**config.mk**
```make
export PLATFORM = sky130hd
export DESIGN_NAME = ladder_lowpass_filter_unit
export DESIGN_NICKNAME = d
export VERILOG_FILES = /design/src/rtl/llpf_pkg.sv /design/src/rtl/ladder_lowpass_filter_unit.sv
export SDC_FILE = /design/constraint.sdc
export NUM_CORES = 2
export LEC_CHECK = 0
export BUFFER_PORTS_ARGS = -buffer_cell sky130_fd_sc_hd__buf_4
export CAP_MARGIN = 5
export CORE_ASPECT_RATIO = 0.75
export CORE_UTILIZATION = 45
export DETAILED_ROUTE_END_ITERATION = 16
export PLACE_DENSITY = 0.69
export SKIP_CTS_REPAIR_TIMING = 1
export SYNTH_ARGS = -nofsm -noshare
export SYNTH_HDL_FRONTEND = slang
export SYNTH_SLANG_ARGS = --single-unit
```
**constraint.sdc**
```tcl
create_clock -name clk -period 10.2 [get_ports clk]
set_clock_uncertainty 0.2 [all_clocks]
set_input_delay 2.04 -clock clk [delete_from_list [all_inputs] [get_ports clk]]
set_output_delay 2.04 -clock clk [all_outputs]
set_load 0.005 [all_outputs]
```
**src/rtl/llpf_pkg.sv**
```systemverilog
// ----------------------------------------------------------------------------
// llpf_pkg
// Shared types, constants and helpers for the four-pole ladder low-pass unit.
// ----------------------------------------------------------------------------
package llpf_pkg;

  // default sample width of the audio channels
  localparam int DEF_SAMPLE_WIDTH = 24;

  // internal state and coefficient formats
  localparam int STATE_W    = 32;
  localparam int COEF_FRAC  = 20;
  localparam int P_W        = 21;
  localparam int K_W        = 22;
  localparam int R_W        = 23;

  // configuration port
  localparam int CFG_W      = 23;
  localparam int CFG_IDX_W  = 2;

  // shared multiplier: 33 x 33 signed, 66-bit product
  localparam int OP_W       = 33;
  localparam int PROD_W     = 2 * OP_W;

  // number of one-pole stages in the ladder
  localparam int NUM_POLES  = 4;
  localparam int POLE_IDX_W = $clog2(NUM_POLES);
  localparam int CHAIN_N    = NUM_POLES + 1;
  localparam int CHAIN_IDX_W = $clog2(CHAIN_N);

  // divide by six: multiply by ceil(2^34 / 6), keep bits 34 and up
  localparam logic [OP_W-1:0] DIV6_MAGIC = 33'd2863311531;
  localparam int DIV6_SHIFT = 34;

  // configuration register indexes
  typedef enum logic [CFG_IDX_W-1:0] {
    CFG_POLE_GAIN      = 2'd0,
    CFG_POLE_FEEDBACK  = 2'd1,
    CFG_RESONANCE_GAIN = 2'd2
  } cfg_idx_t;

  // sequencer states
  typedef enum logic [3:0] {
    ST_IDLE,
    ST_FEED,
    ST_FEED_WB,
    ST_POLE_IN,
    ST_POLE_PREV,
    ST_POLE_FB,
    ST_POLE_WB,
    ST_SQ,
    ST_SQ_WB,
    ST_CUBE,
    ST_CUBE_WB,
    ST_DIV,
    ST_DIV_WB,
    ST_OUT
  } state_t;

  // saturate a wide signed value to the 32-bit state range
  function automatic logic signed [STATE_W-1:0] sat_state(
    input logic signed [PROD_W-1:0] v
  );
    logic [PROD_W-STATE_W:0] hi;
    hi = v[PROD_W-1:STATE_W-1];
    if ((&hi) || !(|hi)) begin
      return v[STATE_W-1:0];
    end else if (v[PROD_W-1]) begin
      return {1'b1, {(STATE_W-1){1'b0}}};
    end else begin
      return {1'b0, {(STATE_W-1){1'b1}}};
    end
  endfunction

endpackage

```
**src/rtl/ladder_lowpass_filter_unit.sv**
```systemverilog
// ----------------------------------------------------------------------------
// ladder_lowpass_filter_unit
// Four-pole ladder low-pass filter with resonance feedback and a cubic soft
// clipper, computed on one shared multiplier under a small sequencer.
// ----------------------------------------------------------------------------
//
//  channel | ports                               | direction
//  --------+-------------------------------------+-----------
//  input   | in_valid, in_ready, in_sample_in    | in
//  result  | out_valid, out_ready, out_sample_out| out
//  config  | cfg_wr_en, cfg_index, cfg_wdata     | in
//
//  From its input beat to a valid result, a sample steps through resonance
//  feedback, each ladder stage in turn, the soft clipper and the load of the
//  output register. The single 33x33 multiplier sets this sequence.
//  in_ready is high only while the sequencer is idle; a new beat is taken
//  while the last result still waits in the output register.
//  A stalled result holds the sequencer in its last state until taken.
//  Synchronous active-low reset clears filter state, p and r, sets k to -1.0.
//
module ladder_lowpass_filter_unit
  import llpf_pkg::*;
#(
  parameter int SAMPLE_WIDTH = DEF_SAMPLE_WIDTH
) (
  input  logic                           clk,
  input  logic                           rst_n,
  input  logic                           in_valid,
  output logic                           in_ready,
  input  logic signed [SAMPLE_WIDTH-1:0] in_sample_in,
  output logic                           out_valid,
  input  logic                           out_ready,
  output logic signed [SAMPLE_WIDTH-1:0] out_sample_out,
  input  logic                           cfg_wr_en,
  input  logic [CFG_IDX_W-1:0]           cfg_index,
  input  logic [CFG_W-1:0]               cfg_wdata
);

  localparam int SAMPLE_FRAC = SAMPLE_WIDTH - 2;
  localparam logic signed [PROD_W-1:0] HALF_COEF   = PROD_W'(1) << (COEF_FRAC - 1);
  localparam logic signed [PROD_W-1:0] HALF_SAMPLE = PROD_W'(1) << (SAMPLE_FRAC - 1);

  // sequencer
  state_t                  state_r, state_nxt;
  logic [POLE_IDX_W-1:0]   pole_idx_r, pole_idx_nxt;

  // coefficients
  logic [P_W-1:0]          p_r;
  logic signed [K_W-1:0]   k_r;
  logic [R_W-1:0]          r_r;

  // chain: entry 0 is the feed value x, entries 1..4 the stage outputs
  logic signed [STATE_W-1:0] chain_r [CHAIN_N];
  // previous inputs of each stage
  logic signed [STATE_W-1:0] prv_r [NUM_POLES];

  logic signed [SAMPLE_WIDTH-1:0] sample_r;
  logic signed [PROD_W-1:0]       prod_r;
  logic signed [PROD_W-1:0]       acc_r;
  logic signed [STATE_W-1:0]      tmp_r;

  logic                           out_valid_r;
  logic signed [SAMPLE_WIDTH-1:0] out_sample_r;

  // combinational datapath
  logic [CHAIN_IDX_W-1:0]    cidx;
  logic signed [STATE_W-1:0] chain_rd;
  logic signed [OP_W-1:0]    mul_a, mul_b;
  logic signed [STATE_W-1:0] feed_res, pole_res, clip_round, clip_res;
  logic signed [PROD_W-1:0]  q_val;
  logic [STATE_W-1:0]        q_mag;
  logic signed [SAMPLE_WIDTH-1:0] out_sat;
  logic                      out_load;

  assign in_ready       = (state_r == ST_IDLE);
  assign out_valid      = out_valid_r;
  assign out_sample_out = out_sample_r;
  assign out_load       = (state_r == ST_OUT) && (!out_valid_r || out_ready);

  // chain read address
  always_comb begin
    unique case (state_r)
      ST_POLE_PREV: cidx = CHAIN_IDX_W'(pole_idx_r);
      ST_POLE_FB:   cidx = CHAIN_IDX_W'(pole_idx_r) + CHAIN_IDX_W'(1);
      default:      cidx = CHAIN_IDX_W'(NUM_POLES);
    endcase
  end
  assign chain_rd = chain_r[cidx];

  // multiplier operand select
  always_comb begin
    mul_a = '0;
    mul_b = '0;
    unique case (state_r)
      ST_FEED: begin
        mul_a = OP_W'(chain_rd);
        mul_b = $signed(OP_W'(r_r));
      end
      ST_POLE_IN: begin
        mul_a = OP_W'(prv_r[pole_idx_r]);
        mul_b = $signed(OP_W'(p_r));
      end
      ST_POLE_PREV: begin
        mul_a = OP_W'(chain_rd);
        mul_b = $signed(OP_W'(p_r));
      end
      ST_POLE_FB: begin
        mul_a = OP_W'(chain_rd);
        mul_b = OP_W'(k_r);
      end
      ST_SQ: begin
        mul_a = OP_W'(chain_rd);
        mul_b = OP_W'(chain_rd);
      end
      ST_CUBE: begin
        mul_a = OP_W'(tmp_r);
        mul_b = OP_W'(chain_rd);
      end
      ST_DIV: begin
        mul_a = tmp_r[STATE_W-1] ? -OP_W'(tmp_r) : OP_W'(tmp_r);
        mul_b = $signed(DIV6_MAGIC);
      end
      default: begin
        mul_a = '0;
        mul_b = '0;
      end
    endcase
  end

  // rounding, saturation and the clipper division
  always_comb begin
    feed_res   = sat_state(PROD_W'(sample_r) - ((prod_r + HALF_COEF) >>> COEF_FRAC));
    pole_res   = sat_state(((acc_r - prod_r) + HALF_COEF) >>> COEF_FRAC);
    clip_round = sat_state((prod_r + HALF_SAMPLE) >>> SAMPLE_FRAC);
    q_mag      = prod_r[DIV6_SHIFT+STATE_W-1:DIV6_SHIFT];
    q_val      = tmp_r[STATE_W-1] ? -$signed(PROD_W'(q_mag)) : $signed(PROD_W'(q_mag));
    clip_res   = sat_state(PROD_W'(chain_r[NUM_POLES]) - q_val);
  end

  // output saturation to the sample range
  always_comb begin
    logic [STATE_W-SAMPLE_WIDTH:0] hi;
    hi = chain_r[NUM_POLES][STATE_W-1:SAMPLE_WIDTH-1];
    if ((&hi) || !(|hi)) begin
      out_sat = chain_r[NUM_POLES][SAMPLE_WIDTH-1:0];
    end else if (chain_r[NUM_POLES][STATE_W-1]) begin
      out_sat = {1'b1, {(SAMPLE_WIDTH-1){1'b0}}};
    end else begin
      out_sat = {1'b0, {(SAMPLE_WIDTH-1){1'b1}}};
    end
  end

  // next state
  always_comb begin
    state_nxt    = state_r;
    pole_idx_nxt = pole_idx_r;
    unique case (state_r)
      ST_IDLE:      if (in_valid) state_nxt = ST_FEED;
      ST_FEED:      state_nxt = ST_FEED_WB;
      ST_FEED_WB: begin
        state_nxt    = ST_POLE_IN;
        pole_idx_nxt = '0;
      end
      ST_POLE_IN:   state_nxt = ST_POLE_PREV;
      ST_POLE_PREV: state_nxt = ST_POLE_FB;
      ST_POLE_FB:   state_nxt = ST_POLE_WB;
      ST_POLE_WB: begin
        if (pole_idx_r == POLE_IDX_W'(NUM_POLES - 1)) begin
          state_nxt = ST_SQ;
        end else begin
          state_nxt    = ST_POLE_IN;
          pole_idx_nxt = pole_idx_r + POLE_IDX_W'(1);
        end
      end
      ST_SQ:        state_nxt = ST_SQ_WB;
      ST_SQ_WB:     state_nxt = ST_CUBE;
      ST_CUBE:      state_nxt = ST_CUBE_WB;
      ST_CUBE_WB:   state_nxt = ST_DIV;
      ST_DIV:       state_nxt = ST_DIV_WB;
      ST_DIV_WB:    state_nxt = ST_OUT;
      ST_OUT:       if (out_load) state_nxt = ST_IDLE;
      default:      state_nxt = ST_IDLE;
    endcase
  end

  // state register
  always_ff @(posedge clk) begin
    if (!rst_n) begin
      state_r    <= ST_IDLE;
      pole_idx_r <= '0;
    end else begin
      state_r    <= state_nxt;
      pole_idx_r <= pole_idx_nxt;
    end
  end

  // coefficient registers
  always_ff @(posedge clk) begin
    if (!rst_n) begin
      p_r <= '0;
      k_r <= -(K_W'(1) <<< COEF_FRAC);
      r_r <= '0;
    end else if (cfg_wr_en) begin
      case (cfg_index)
        CFG_POLE_GAIN:      p_r <= cfg_wdata[P_W-1:0];
        CFG_POLE_FEEDBACK:  k_r <= cfg_wdata[K_W-1:0];
        CFG_RESONANCE_GAIN: r_r <= cfg_wdata[R_W-1:0];
        default: ;
      endcase
    end
  end

  // shared multiplier and scratch registers
  always_ff @(posedge clk) begin
    prod_r <= mul_a * mul_b;
    if (in_valid && in_ready) begin
      sample_r <= in_sample_in;
    end
    if (state_r == ST_POLE_PREV) begin
      acc_r <= prod_r;
    end else if (state_r == ST_POLE_FB) begin
      acc_r <= acc_r + prod_r;
    end
    if (state_r == ST_SQ_WB || state_r == ST_CUBE_WB) begin
      tmp_r <= clip_round;
    end
  end

  // filter state
  always_ff @(posedge clk) begin
    if (!rst_n) begin
      for (int i = 0; i < CHAIN_N; i++) chain_r[i] <= '0;
      for (int i = 0; i < NUM_POLES; i++) prv_r[i] <= '0;
    end else begin
      case (state_r)
        ST_FEED_WB:   chain_r[0] <= feed_res;
        ST_POLE_PREV: prv_r[pole_idx_r] <= chain_rd;
        ST_POLE_WB:   chain_r[CHAIN_IDX_W'(pole_idx_r) + CHAIN_IDX_W'(1)] <= pole_res;
        ST_DIV_WB:    chain_r[NUM_POLES] <= clip_res;
        default: ;
      endcase
    end
  end

  // output register
  always_ff @(posedge clk) begin
    if (!rst_n) begin
      out_valid_r <= 1'b0;
    end else if (out_load) begin
      out_valid_r <= 1'b1;
    end else if (out_ready) begin
      out_valid_r <= 1'b0;
    end
  end

  always_ff @(posedge clk) begin
    if (out_load) begin
      out_sample_r <= out_sat;
    end
  end

`ifndef ASSERT_OFF
  // no second beat while a sample is being worked on
  a_busy_after_accept: assert property (@(posedge clk) disable iff (!rst_n)
    (in_valid && in_ready) |=> !in_ready)
    else $error("input taken while sequencer busy");

  // a result appears only from the output state
  a_result_source: assert property (@(posedge clk) disable iff (!rst_n)
    $rose(out_valid_r) |-> $past(state_r == ST_OUT))
    else $error("result valid raised outside output state");

  // last ladder stage hands over to the clipper
  a_last_pole: assert property (@(posedge clk) disable iff (!rst_n)
    (state_r == ST_POLE_WB && pole_idx_r == POLE_IDX_W'(NUM_POLES - 1))
      |=> state_r == ST_SQ)
    else $error("ladder did not end after the fourth stage");
`endif

endmodule

```
Yosys cells after proc, flatten, opt, wreduce, memory -nomap -nowiden
Memories as Yosys holds them, arrays and structs flattened. A register that Yosys moved wholly into a read port is not among the register bits.
Index checks and enable logic that the tools add are counted.

word-level totals
  flip-flop bits (word level) = 285
  bits in latches = 0
  bits in writable memories = 288
  memory bits (read-only) = 0
  input bits = 54
  output and inout bits = 26
  memories kept = 2

operators by class
  add/sub/neg operators = 11
  multiply operators = 1
  div/mod/pow operators = 0
  $lt $le $gt $ge = 0
  eq/ne operators = 19
  shift-type cells = 0
  mux-type cells = 48
  bitwise gates (word level) = 2
  reductions and logical operators = 40

memories
  name     words  width  rd ports  clocked after memory_dff  write ports  RTL line                          RTL
  chain_r  5      32     2         0                         5            ladder_lowpass_filter_unit.sv:53  logic signed [STATE_W-1:0] chain_r [CHAIN_N];
  prv_r    4      32     1         1                         4            ladder_lowpass_filter_unit.sv:55  logic signed [STATE_W-1:0] prv_r [NUM_POLES];

operator list
  cell                                             number
  2-to-1 mux 32 bit                                12
  2-to-1 mux 66 bit                                3
  one-hot mux 33 bit (5 select lines)              1
  adder 66 x 21 -> 66 bit (second input constant)  2
  one-hot mux 33 bit (4 select lines)              1
  AND reduction 35 bit                             2
  OR reduction 35 bit                              2
  adder 66 x 23 -> 66 bit (second input constant)  1
  adder 66 bit                                     1
  multiplier 33 x 33 -> 66 bit                     1
  negator 32 -> 66 bit                             1
  subtractor 32 x 66 -> 66 bit                     1
  subtractor 66 bit                                1
  OR reduction 32 bit                              2
  one-hot mux 4 bit (14 select lines)              1
  2-to-1 mux 24 bit                                2
  subtractor 24 x 46 -> 47 bit                     1
  2-to-1 mux 33 bit                                1
  negator 32 -> 33 bit                             1
  == test 4 bit (second input constant)            6
  2-to-1 mux 1 bit                                 17
  == test 4 x 3 -> 1 bit (second input constant)   4
  AND reduction 15 bit                             1
  OR reduction 15 bit                              1
  other kinds (26)                                 55

Longest topological paths before layout
  word-level depth = 8
  gate-level depth with buffers = 45
  mapped depth without buffers = 42

Worst setup path after synthesis
No wires, ideal clock.

  kind = reg-to-reg
  start = register state_r[3]
  end = register prod_r[64]
  setup time = 0.072 ns
  arrival time = 10.964 ns
  data required time = 9.928 ns
  setup slack = -1.036 ns
  stages on the path, launching flop included = 39
  buffers on the path = 6
  period minus slack after synthesis = 11.236 ns
  cells stage by stage = dfxtp_1 > nand2b_1 > clkbuf_1 > nor3_1 > a22o_1 > clkbuf_1 > clkbuf_1 > buf_1 > buf_1 > nand2_1 > a311oi_1 > a31oi_1 > o21ai_1 > clkbuf_1 > nand2_1 > fa_1 > fa_1 > inv_1 > [3 not listed] > inv_1 > fa_1 > fa_1 > fa_1 > inv_1 > fa_1 > inv_1 > ha_1 > and3_1 > and2_1 > nor2b_1 > a2111oi_0 > nor2_1 > a31oi_1 > nor2b_1 > o21ai_0 > a311oi_1 > xnor2_1

between the ends
  longest elaborated chain between the ends = 5
  elaborated cells on any way between the ends = 15
  classes of those cells = 1 x mul; 7 x eq/ne; 3 x mux; 3 x reduce/logical; 1 x memory

ends and longest elaborated chain
  item                                                                                               RTL line                                                            RTL
  from (decl)                                                                                        ladder_lowpass_filter_unit.sv:44                                    state_t state_r, state_nxt;
  from (signal assigned)                                                                             ladder_lowpass_filter_unit.sv:192                                   state_r <= state_nxt;
  == test 4 x 3 -> 1 bit                                                                             ladder_lowpass_filter_unit.sv:82, ladder_lowpass_filter_unit.sv:94
  one-hot mux 3 bit (2 select lines)                                                                 ladder_lowpass_filter_unit.sv:82                                    unique case (state_r)
  memory (5 x 32 bit)                                                                                -
  one-hot mux 33 bit (5 select lines) / one-hot mux 33 bit (4 select lines) (equally long branches)  ladder_lowpass_filter_unit.sv:94                                    unique case (state_r)
  multiplier 33 x 33 -> 66 bit (*)                                                                   ladder_lowpass_filter_unit.sv:215                                   prod_r <= mul_a * mul_b;
  to (signal assigned)                                                                               ladder_lowpass_filter_unit.sv:215
  to (decl)                                                                                          ladder_lowpass_filter_unit.sv:58                                    logic signed [PROD_W-1:0] prod_r;

Every way passes the cells marked *; elsewhere a longest branch is shown, timed or not.
A chain may end at the register's enable or synchronous reset.

Worst setup path after layout
  start = register tmp_r[3]
  end = register prod_r[65]

between the ends
  longest elaborated chain between the ends = 4

ends and longest elaborated chain
  item                                     RTL line                           RTL
  from (decl)                              ladder_lowpass_filter_unit.sv:60   logic signed [STATE_W-1:0] tmp_r;
  from (signal assigned)                   ladder_lowpass_filter_unit.sv:225  tmp_r <= clip_round;
  negator 32 -> 33 bit                     ladder_lowpass_filter_unit.sv:120  mul_a = tmp_r[STATE_W-1] ? -OP_W'(tmp_r) : OP_W'(tmp_r);
  2-to-1 mux 33 bit                        ladder_lowpass_filter_unit.sv:120
  one-hot mux 33 bit (4 select lines) (*)  ladder_lowpass_filter_unit.sv:94
  multiplier 33 x 33 -> 66 bit (*)         ladder_lowpass_filter_unit.sv:215

Marked as above.

==> metrics.md <==
| Metric | Value |
|---|---|
| Status | `finished with violations` |
| Failing checks | `negative setup slack` |
| Netlist Area Pre-Place | `84800 um^2` |
| I/O Pins | `80` |
| Core Region | `187000 um^2` |
| Clock Latency Late Sink | `0.71 ns` |
| First-pass GRT wire length | `469000 um` |
| Drc violations | `0` |
| TritonCTS buffer count | `74` |
| Final slew viol count | `0` |
| Die height | `378 um` |
| Min Tclk post-route | `10.94 ns` |
| Hold crit path type | `register to register` |
| Peak supply drop | `0.000104 V` |
| Top_reg_cell synth | `edfxtp_1` |
| Standard-cell rows | `137` |
| Syn nets | `11.3k` |
| CP top delay family | `adder cells` |
| Post-route cell area | `100000 um^2` |
| I/O Buffers | `79` |
| Most common library cells after synthesis | `1444 x inv_1, 1280 x nand2_1, 1148 x fa_1` |
| RSZ-0062 raised after global routing | `true` |
| Max incr delay on CP | `0.54 ns` |
| Final WS setup | `-0.736 ns` |
| FFs w/ async S/R, synth | `0%` |
| Relative slew margins | `10.7%` |
| Number of synthesized flops with an enable pin | `530` |
| DR pass1 iterations | `6` |
| Crit path arrival time | `11.35 ns` |
| Area grow syn2layout | `17.9%` |
| Crit-path most repeated cell | `fa_1` |
| Largest net degree at the start of global routing | `79` |
| TritonCTS sink count | `671` |
| Worst Setup SP | `tmp_r[3]` |
| Max_cap viols | `0` |
| Min-delay src | `r_r[2]` |
| Vias | `74.7k` |
| WL/cell | `25.1 um` |
| Place WS | `-1.22 ns` |
| Initial antenna violation count | `7` |
| Vias in the first global route | `72.6k` |
| Syn avg cell area | `8.85 um^2` |
| Die Wd | `503 um` |
| Post-layout util | `53.6%` |
| Placed insts | `12.6k` |
| Final cell count without fillers | `12.8k` |
| RR Startpoint | `tmp_r[3]` |
| Syn Inst Count | `9586` |
| DRT antenna net count | `0` |
| Cell Pwr Density | `104 nW/um^2` |
| Post-synthesis sequential area ratio | `22.1%` |
| Starting Density | `45.4%` |
| Critical path class | `register to register` |
| Count of cell types in the netlist | `109` |
| Final #Nets | `11.9k` |
| Die footprint | `190000 um^2` |
| FF-to-FF setup slack | `-0.74 ns` |
| Layout cells sized above 1 | `15.1%` |
| Measured slew at the worst slew-check pin | `1.33 ns` |
| Most common cell in the synthesized netlist | `inv_1` |
| Top cell type's share of synthesized area | `27.1%` |
| Setup violators final | `17` |
| Grt ovf | `0` |
| Leakage power | `44.5 nW` |
| Clock Path Buffers | `3` |
| Placed Area | `95900 um^2` |
| Synth Warn # | `0` |
| Critical Path End Type | `register` |
| Total track usage | `33.3%` |
| Clock slew at reported path FFs | `0.07 ns` |
| Avg Vias per Cell | `5.84` |
| Post-synth top area cell | `fa_1` |
| Clock Root Buffer | `clkbuf_16` |
| Final hold viol count | `0` |
| H-tree levels | `3` |
| Total power | `10.4 mW` |
| CTS tree | `done` |
| Post-synthesis register bit count | `671` |
| Largest cells by area after synthesis | `fa_1 27%, edfxtp_1 19%, ha_1 7.8%, inv_1 6.4%, nand2_1 5.7%` |
| Buf/Inv on CP | `7` |
| Max Fclk | `0.0914 GHz` |
| Worst setup SP type | `register` |
| DRT Wirelength | `320000 um` |
| Starting DRT DRC Count | `8974` |
| Worst-path fanout max | `3` |
| Placer Congestion | `1.04` |
| Required @ worst endpoint | `10.61 ns` |
| Period utilisation layout | `107%` |
| CP max-delay cell | `or4_4` |
| Post-DP HPWL | `261000 um` |
-- final timing paths --
check	to	cells past startpoint
min reg2reg	r_r[2]	2
min	r_r[2]	2
max reg2reg	prod_r[65]	41
max	prod_r[65]	41
-- sequential cells by signal (all words and copies together), names as in the netlist, 23 cells and up, named ones only --
register and count:
chain_r 256, prv_r 128, acc_r 66, prod_r 66, tmp_r 32, out_sample_out 24, sample_r 24, r_r 23
-- metal layers --
metal,wire length (um),up-vias,share of wire [%],track usage [%]
met1,136000,37200,42,48.8
met4,11000,6,3.4,9.69
met5,158,-,0.049,0
met3,42600,559,13,10.2
met2,131000,4295,41,47.0
li1,-,32600,-,-
-- report_power, final --
part           switching (mW)  internal (mW)
logic                    2.87           1.45
clock network            1.26           1.67
registers              0.0724           3.09
total                    4.19           6.20
-- metrics by stage --
stage,hold WS [ns],TNS [ns]
floorplan,0.239,-0.0617
global placement,0.251,-8.56
detailed placement,0.262,-10.96
CTS,0.270,-13.16
global route,0.291,-14.50
finish,0.270,-6.48
-- kinds of logic after synthesis --
logic type | share of synthesized area [%]
fa+ha+maj | 34.8
mux | 0.981
xor+xnor | 4.07
simple gates | 16.6
compound gates | 12.7
buf+inv | 8.74
flops | 22.1
-- worst reg2reg max path, delay by kind of cell (launching register included) --
kind                       cells  cell delay (ns)
buffers and inverters          7             0.90
AOI/OAI and AO/OA             13             2.50
adders and majority gates      9             4.17
and+or+nand+nor               10             2.19
xor gates and xnor gates       2             0.48
DFF                            1             0.42
-- area by class of cell --
cell class	count	area [um^2]
clock inverters	39	587
fillers	16800	86700
diodes	6	15.0
inverters	1456	5470
multi-input cells	6963	60300
well taps	2502	3130
repair buffers	1051	9750
flip-flops and latches	671	18700
clock buffers	97	2000
-- layout by cell type (no fill, tap or decap), drive strengths merged, types with 26 or more instances in the layout --
cell / count
and3: 81
nor4: 43
or3: 37
buf: 1046
o211ai: 35
mux4: 31
or2: 33
nand3: 170
inv: 1449
o21bai: 70
xnor2: 302
nand2b: 65
o31ai: 41
a21oi: 453
a21o: 171
clkinv: 34
nand2: 1284
and2: 57
a211oi: 51
nor3: 104
o221ai: 26
a311oi: 43
ha: 526
xor2: 92
dfxtp: 141
edfxtp: 530
fa: 1148
a21boi: 77
nor2: 1111
or4: 28
a31oi: 84
o21a: 45
clkbuf: 102
o21ai: 304
nand4: 98
nor2b: 62
Note: power is estimated with default switching activity, not from simulation.
